### src/hdl/bbf_pkg.sv
// shared constants and command codes for the bounded byte fifo
// no dependencies
package bbf_pkg;

    localparam int DEPTH_DEF = 64;

    localparam int MODE_W = 3;
    localparam int BYTE_W = 8;
    localparam int LEN_W  = 10;
    localparam int CNT_W  = 7;
    localparam int CAP_W  = 7;
    localparam int TOT_W  = 32;

    localparam logic [CAP_W-1:0] CAP_RESET = CAP_W'(64);

    localparam logic [MODE_W-1:0] MODE_WRITE = 3'd0;
    localparam logic [MODE_W-1:0] MODE_READ  = 3'd1;
    localparam logic [MODE_W-1:0] MODE_PEEK  = 3'd2;
    localparam logic [MODE_W-1:0] MODE_POP   = 3'd3;
    localparam logic [MODE_W-1:0] MODE_END   = 3'd4;

endpackage

### src/hdl/bounded_byte_stream_fifo.sv
// bounded byte fifo: command decode, pointer and count update, byte emit sequencer
// depends on bbf_pkg and bbf_ram
//
// Usage: one command beat on the input channel (i_in_valid/o_in_ready) carries a
// mode, a byte and a length. Write stores one byte if there is room; read pops and
// emits up to length bytes; peek emits without popping; pop discards; end raises
// a sticky flag. Results leave on the output channel (o_out_valid/i_out_ready),
// one beat per emitted byte, with o_last on the final beat of a command; commands
// that emit nothing give one status beat. Capacity is set by i_cfg_we/i_cfg_data;
// the user must write it only while the block is idle; the block does not enforce it.
// Sequencing: a status-only command shows its beat in the cycle after acceptance.
// A read or peek first reads the head byte through the registered ram port, then
// loads the output register, and then emits one byte a cycle while the receiver
// takes them, since the emit loop walks the byte ram one address a cycle.
// The next command is taken once the last beat of the previous one is leaving.
// Reset: buffer empty, counters and flags cleared, capacity 64, output empty.
// A stalled receiver holds the current beat and freezes the emit loop.
module bounded_byte_stream_fifo
    import bbf_pkg::*;
#(
    parameter int DEPTH = DEPTH_DEF
) (
    input  logic              i_clk,
    input  logic              i_rst_n,
    input  logic              i_in_valid,
    output logic              o_in_ready,
    input  logic [MODE_W-1:0] i_mode,
    input  logic [BYTE_W-1:0] i_write_byte,
    input  logic [LEN_W-1:0]  i_length,
    output logic              o_out_valid,
    input  logic              i_out_ready,
    output logic [BYTE_W-1:0] o_out_byte,
    output logic              o_byte_valid,
    output logic              o_last,
    output logic              o_write_accepted,
    output logic [CNT_W-1:0]  o_fill_level,
    output logic [CNT_W-1:0]  o_room_left,
    output logic              o_ended,
    output logic              o_at_eof,
    output logic              o_error_flag,
    output logic [TOT_W-1:0]  o_total_written,
    output logic [TOT_W-1:0]  o_total_popped,
    input  logic              i_cfg_we,
    input  logic [CAP_W-1:0]  i_cfg_data
);

    localparam int AW = $clog2(DEPTH);
    localparam int SW = CNT_W + 1;
    localparam logic [CNT_W-1:0] DEPTH_C = CNT_W'(DEPTH);
    localparam logic [SW-1:0]    DEPTH_S = SW'(DEPTH);
    localparam logic [AW-1:0]    LAST_A  = AW'(DEPTH - 1);

    localparam logic ST_IDLE = 1'b0;
    localparam logic ST_EMIT = 1'b1;

    logic              r_state,     n_state;
    logic [AW-1:0]     r_head,      n_head;
    logic [CNT_W-1:0]  r_fill,      n_fill;
    logic [TOT_W-1:0]  r_tw,        n_tw;
    logic [TOT_W-1:0]  r_tr,        n_tr;
    logic              r_ended,     n_ended;
    logic              r_err,       n_err;
    logic [CAP_W-1:0]  r_cap;
    logic              r_wacc,      n_wacc;
    logic              r_out_valid, n_out_valid;
    logic [BYTE_W-1:0] r_out_byte,  n_out_byte;
    logic              r_bvalid,    n_bvalid;
    logic              r_last,      n_last;
    logic [AW-1:0]     r_rd_ptr,    n_rd_ptr;
    logic [CNT_W-1:0]  r_remain,    n_remain;

    logic [CNT_W-1:0]  eff_cap;
    logic [CNT_W-1:0]  room;
    logic              out_free;
    logic              accept;
    logic              len_over;
    logic [CNT_W-1:0]  take;
    logic              wr_ok;
    logic [SW-1:0]     wr_sum;
    logic [AW-1:0]     wr_addr;
    logic [SW-1:0]     adv_sum;
    logic [AW-1:0]     head_adv;
    logic              ram_we;
    logic [BYTE_W-1:0] rd_data;

    assign eff_cap  = (r_cap > DEPTH_C) ? DEPTH_C : r_cap;
    assign room     = (eff_cap > r_fill) ? (eff_cap - r_fill) : '0;
    assign out_free = !r_out_valid || i_out_ready;
    assign o_in_ready = (r_state == ST_IDLE) && out_free;
    assign accept   = i_in_valid && o_in_ready;

    assign len_over = i_length > LEN_W'(eff_cap);
    assign take     = (i_length < LEN_W'(r_fill)) ? i_length[CNT_W-1:0] : r_fill;
    assign wr_ok    = (room != '0) && (r_fill < DEPTH_C);

    // tail slot and advanced head, both below twice the depth
    assign wr_sum   = SW'(r_head) + SW'(r_fill);
    assign wr_addr  = (wr_sum >= DEPTH_S) ? AW'(wr_sum - DEPTH_S) : AW'(wr_sum);
    assign adv_sum  = SW'(r_head) + SW'(take);
    assign head_adv = (adv_sum >= DEPTH_S) ? AW'(adv_sum - DEPTH_S) : AW'(adv_sum);

    assign ram_we = accept && (i_mode == MODE_WRITE) && wr_ok;

    always_comb begin
        n_state     = r_state;
        n_head      = r_head;
        n_fill      = r_fill;
        n_tw        = r_tw;
        n_tr        = r_tr;
        n_ended     = r_ended;
        n_err       = r_err;
        n_wacc      = r_wacc;
        n_out_valid = r_out_valid && !i_out_ready;
        n_out_byte  = r_out_byte;
        n_bvalid    = r_bvalid;
        n_last      = r_last;
        n_rd_ptr    = r_rd_ptr;
        n_remain    = r_remain;

        case (r_state)
            ST_IDLE: begin
                if (accept) begin
                    // default: one status beat
                    n_wacc      = 1'b0;
                    n_out_valid = 1'b1;
                    n_out_byte  = '0;
                    n_bvalid    = 1'b0;
                    n_last      = 1'b1;
                    case (i_mode)
                        MODE_WRITE: begin
                            if (wr_ok) begin
                                n_fill = r_fill + 1'b1;
                                n_tw   = r_tw + 1'b1;
                                n_wacc = 1'b1;
                            end
                        end
                        MODE_READ, MODE_PEEK: begin
                            if ((i_mode == MODE_READ) && len_over) begin
                                n_err = 1'b1;
                            end else begin
                                if (i_mode == MODE_READ) begin
                                    n_head = head_adv;
                                    n_fill = r_fill - take;
                                    n_tr   = r_tr + TOT_W'(take);
                                end
                                if (take != '0) begin
                                    n_out_valid = 1'b0;
                                    n_rd_ptr    = r_head;
                                    n_remain    = take;
                                    n_state     = ST_EMIT;
                                end
                            end
                        end
                        MODE_POP: begin
                            if (len_over) begin
                                n_err = 1'b1;
                            end else begin
                                n_head = head_adv;
                                n_fill = r_fill - take;
                                n_tr   = r_tr + TOT_W'(take);
                            end
                        end
                        MODE_END: begin
                            n_ended = 1'b1;
                        end
                        default: begin
                        end
                    endcase
                end
            end
            ST_EMIT: begin
                if (out_free) begin
                    n_out_valid = 1'b1;
                    n_out_byte  = rd_data;
                    n_bvalid    = 1'b1;
                    n_last      = (r_remain == CNT_W'(1));
                    n_remain    = r_remain - 1'b1;
                    n_rd_ptr    = (r_rd_ptr == LAST_A) ? '0 : r_rd_ptr + 1'b1;
                    if (r_remain == CNT_W'(1)) begin
                        n_state = ST_IDLE;
                    end
                end
            end
            default: begin
                n_state = ST_IDLE;
            end
        endcase
    end

    always_ff @(posedge i_clk) begin
        if (!i_rst_n) begin
            r_state     <= ST_IDLE;
            r_head      <= '0;
            r_fill      <= '0;
            r_tw        <= '0;
            r_tr        <= '0;
            r_ended     <= 1'b0;
            r_err       <= 1'b0;
            r_cap       <= CAP_RESET;
            r_wacc      <= 1'b0;
            r_out_valid <= 1'b0;
        end else begin
            r_state     <= n_state;
            r_head      <= n_head;
            r_fill      <= n_fill;
            r_tw        <= n_tw;
            r_tr        <= n_tr;
            r_ended     <= n_ended;
            r_err       <= n_err;
            r_wacc      <= n_wacc;
            r_out_valid <= n_out_valid;
            if (i_cfg_we) begin
                r_cap <= i_cfg_data;
            end
        end
    end

    always_ff @(posedge i_clk) begin
        r_out_byte <= n_out_byte;
        r_bvalid   <= n_bvalid;
        r_last     <= n_last;
        r_rd_ptr   <= n_rd_ptr;
        r_remain   <= n_remain;
    end

    // read address is taken from n_rd_ptr so the registered data matches r_rd_ptr
    bbf_ram #(
        .DEPTH (DEPTH)
    ) u_ram (
        .i_clk     (i_clk),
        .i_wr_en   (ram_we),
        .i_wr_addr (wr_addr),
        .i_wr_data (i_write_byte),
        .i_rd_addr (n_rd_ptr),
        .o_rd_data (rd_data)
    );

    assign o_out_valid      = r_out_valid;
    assign o_out_byte       = r_out_byte;
    assign o_byte_valid     = r_bvalid;
    assign o_last           = r_last;
    assign o_write_accepted = r_wacc;
    assign o_fill_level     = r_fill;
    assign o_room_left      = room;
    assign o_ended          = r_ended;
    assign o_at_eof         = r_ended && (r_fill == '0);
    assign o_error_flag     = r_err;
    assign o_total_written  = r_tw;
    assign o_total_popped   = r_tr;

endmodule

### src/hdl/bbf_ram.sv
// byte storage for the bounded byte fifo: one write port, one registered read port
// depends on bbf_pkg
module bbf_ram
    import bbf_pkg::*;
#(
    parameter int DEPTH = DEPTH_DEF,
    localparam int AW = $clog2(DEPTH)
) (
    input  logic              i_clk,
    input  logic              i_wr_en,
    input  logic [AW-1:0]     i_wr_addr,
    input  logic [BYTE_W-1:0] i_wr_data,
    input  logic [AW-1:0]     i_rd_addr,
    output logic [BYTE_W-1:0] o_rd_data
);

    logic [BYTE_W-1:0] r_mem [DEPTH];
    logic [BYTE_W-1:0] r_rd_data;

    always_ff @(posedge i_clk) begin
        if (i_wr_en) begin
            r_mem[i_wr_addr] <= i_wr_data;
        end
    end

    always_ff @(posedge i_clk) begin
        r_rd_data <= r_mem[i_rd_addr];
    end

    assign o_rd_data = r_rd_data;

endmodule

### config.mk
export PLATFORM = sky130hd
export DESIGN_NAME = bounded_byte_stream_fifo
export DESIGN_NICKNAME = d
export VERILOG_FILES = /design/src/hdl/bbf_pkg.sv /design/src/hdl/bounded_byte_stream_fifo.sv /design/src/hdl/bbf_ram.sv
export SDC_FILE = /design/constraint.sdc
export NUM_CORES = 1
export LEC_CHECK = 0
export CAP_MARGIN = 20
export CORE_MARGIN = 2
export CORE_UTILIZATION = 40
export DETAILED_ROUTE_END_ITERATION = 12
export DONT_BUFFER_PORTS = 1
export GPL_ROUTABILITY_DRIVEN = 0
export SKIP_CTS_REPAIR_TIMING = 1
export SYNTH_ARGS = -nofsm -noshare
export SYNTH_HDL_FRONTEND = slang
export SYNTH_SLANG_ARGS = --single-unit
export TNS_END_PERCENT = 20
### constraint.sdc
create_clock -name i_clk -period 4.93 [get_ports i_clk]
set_input_delay 0.7395 -clock i_clk [delete_from_list [all_inputs] [get_ports i_clk]]
set_output_delay 0.7395 -clock i_clk [all_outputs]
set_load 0.02 [all_outputs]
==> out/summary.txt <==
Grt ovf: 0
Total of fill cells in the finished design: 6089
Hold Worst Slack: 0.228 ns
Combinational power share: 0.208
Syn nets: 2284
Clk_lat worst skew: 0.62 ns
CTS max path bufs: 3
Initial Util: 0.404
Die W: 267 um
Placed Instance Area: 29200 um2
# DRC: 0
Syn Area/Cell: 12.6 um2
RSZ-0062 raised after global routing: false
Worst-margin pin slew: 0.916 ns
Slew margin rel.: 0.387
Max frequency: 0.219 GHz
Die height: 267 um
Synth async-reset ratio: 0
Compound-cell area share of the yosys netlist: 0.0653
Cell mode on critical path: o21ai_0
Synth top area share: 0.574
Crit-path max FO: 8
I/O pins: 127
Largest net degree at the start of global routing: 136
Warnings, synthesis: 0
Fin area: 31600 um2
Crit Path Class: flop to flop
Initial antenna violation count: 3
Synth Area in Simple Gates: 0.140
CP startpoint: r_cap[6]
Sequential element share of the synthesized area: 0.648
Reg2reg setup slack: 0.37 ns
Dpl ws: 0.124 ns
Setup crit end: u_ram.r_mem[31][2]
Net Sw Frac: 0.291
Synth Flop Type: edfxtp_1
HP Class: input port to flop
1st-iter DRT viols: 1645
Pwr Total: 14.1 mW
Crit Reg-Reg Endpoint: u_ram.r_mem[31][2]
DR vias/cell: 5.38
Clock skew: 0.0342 ns
Max Slew Vio Count: 0
Startpoint class of the critical path: flop
Post-route ant nets: 0
Worst EP required: 5.23 ns
Syn-to-layout area delta: 14.1%
Worst ir drop on vdd: 0.350 mV
ANT cells: 0
Reg2reg start: r_cap[6]
Most common cell in the netlist: edfxtp_1
Yosys reg bits: 632
Mapped cell area: 27700 um2
Sink Count: 632
Mux contribution to synthesized area: 0.0718
Pwr dens: 447 nW/um2
Synthesized-area fraction occupied by xor and xnor cells: 0.0225
Drt first pass iters: 6
Detail Placement HPWL: 44.0 mm
H-tree depth: 3
CP peak stage delay: 0.41 ns
Die area: 71300 um2
CTS tree: built
CP arrival: 4.86 ns
CTS Buf Count: 70
Leakage: 11.2 nW
Synthesized instance count: 2199
Synth cell count leaders: 529 x edfxtp_1, 366 x nand2_1, 160 x mux2i_1, 124 x nor2_1, 103 x dfxtp_1
Root Driver: clkbuf_16
Routed WL: 69.5 mm
First-pass GRT wire length: 106 mm
# setup viols final: 0
Cell-internal power: 10.0 mW
Layout cells sized above 1: 0.120
Final WS setup: 0.366 ns
WP depth: 17
Layout net count: 2371
EDFF count, synth: 529
Setup tns final: 0 ns
Critical path buffer and inverter count: 4
Share of power burned in registers: 0.421
Status: completed
Adder-Cell Fraction of Synth Area: 0.0249
Worst-path cell chain: clkinv_1, nand2_1, inv_1, ha_1, nor2b_1, o21ai_0, a21oi_1, o21ai_0, a21boi_0, o21ai_0, a211oi_2, o21ai_1, nor2_1, nand3_1, buf_4, nor2_1, buf_4
Routed len/inst: 21.2 um
Final Hold Viols: 0
Worst reg-to-reg path cell count: 17
Total GRT Usage: 0.194
Tcrit/Tclk final: 0.926
Placeable Area: 68600 um2
Main combinational cell family by area after synthesis: simple AND/OR/NAND/NOR gates
Top delay family on crit path: compound AO/OA/AOI/OAI gates
Clk slew on worst S/H paths: 0.06 ns
Via count: 17600
Cell variety after synth: 71
PortBufs: 0
Synth area leader: edfxtp_1
Site Rows: 96
Sw power: 4.11 mW
Synth area leaders: edfxtp_1 57%, dfxtp_1 7.4%, mux2i_1 5.8%, nand2_1 5.0%, ha_1 2.1%
Crit path time final: 4.56 ns
Worst Setup End Kind: flop
Clock Power Share: 0.371
Slowest cell on crit path: nand3_1
Number of max-cap violations: 0
Vias in the first global route: 17300
[area by class of cell]
type,instances,area (um2),share of cell area
sequential,632,17900,0.568
multi-input combinational,1408,9020,0.286
clock buffer,88,1860,0.0589
tap,931,1160,0.0369
timing repair buffer,111,906,0.0287
clock inverter,40,448,0.0142
inverter,63,245,0.00776
[kinds of logic after synthesis]
family,count (synthesis)
AND/OR/NAND/NOR,831
flip-flops,632
AO/OA/AOI/OAI,260
multiplexers,194
buffers and inverters,159
XOR/XNOR,71
adder cells (fa/ha/maj),52
[per-stage QoR]
stage	std cells	util
after floorplan	2199	-
after global placement	3142	0.426
after detailed placement	3142	0.426
after CTS	3270	0.460
after global routing	3273	0.461
final	3273	0.461
[routing by layer]
layer	track usage	part of all wire
met3	0.0371	0.064
met4	0.0534	0.018
met1	0.264	0.44
met2	0.318	0.48
met5	0	0.00019
[sequential cells by signal (all words and copies together) (netlist names), 6 cells and up]
register / cells
r_rd_ptr: 6
o_total_popped: 32
r_head: 6
o_fill_level: 7
r_cap: 7
u_ram.o_rd_data: 8
u_ram.r_mem: 512
r_remain: 7
o_out_byte: 8
o_total_written: 32
[cell usage in the layout (no fill, tap or decap), types with 10 or more instances in the layout]
cell type / instances
o22ai_1: 13
dfxtp_1: 103
and2_1: 51
nor2_1: 116
a21boi_0: 31
nand4_1: 23
clkbuf_1: 15
a31oi_1: 22
clkinv_2: 14
and3_1: 83
a21o_1: 13
nor3_1: 19
inv_1: 56
mux2_2: 33
a21oi_1: 40
nor2b_1: 25
or3_1: 18
xnor2_1: 44
edfxtp_1: 529
nand2_1: 365
clkinv_1: 12
o2111ai_1: 10
nand3_1: 92
clkbuf_16: 71
mux2i_1: 160
buf_4: 104
ha_1: 47
xor2_1: 27
o21ai_0: 58
[power by group through the flow]
stage	logic (mW)	registers, mW	clock network (mW)
floorplan	2.04	6.01	0
global placement	2.89	6.06	0
detailed placement	2.91	6.06	0
CTS	2.93	5.95	5.36
global route	3.17	5.96	5.56
finish	2.93	5.95	5.24
[worst min-delay path by stage]
stage / slack [ns] / depth (start not counted) / from / end
after floorplan: 0.47 / 2 / r_head[2] / r_head[2]
after global placement: 0.51 / 2 / r_cap[3] / r_cap[3]
after detailed placement: 0.51 / 2 / r_cap[3] / r_cap[3]
after CTS: 0.19 / 0 / i_write_byte[5] / u_ram.r_mem[25][5]
after global routing: 0.20 / 0 / i_write_byte[7] / u_ram.r_mem[24][7]
final: 0.23 / 0 / i_write_byte[5] / u_ram.r_mem[23][5]
Note: power is estimated with default switching activity, not from simulation.
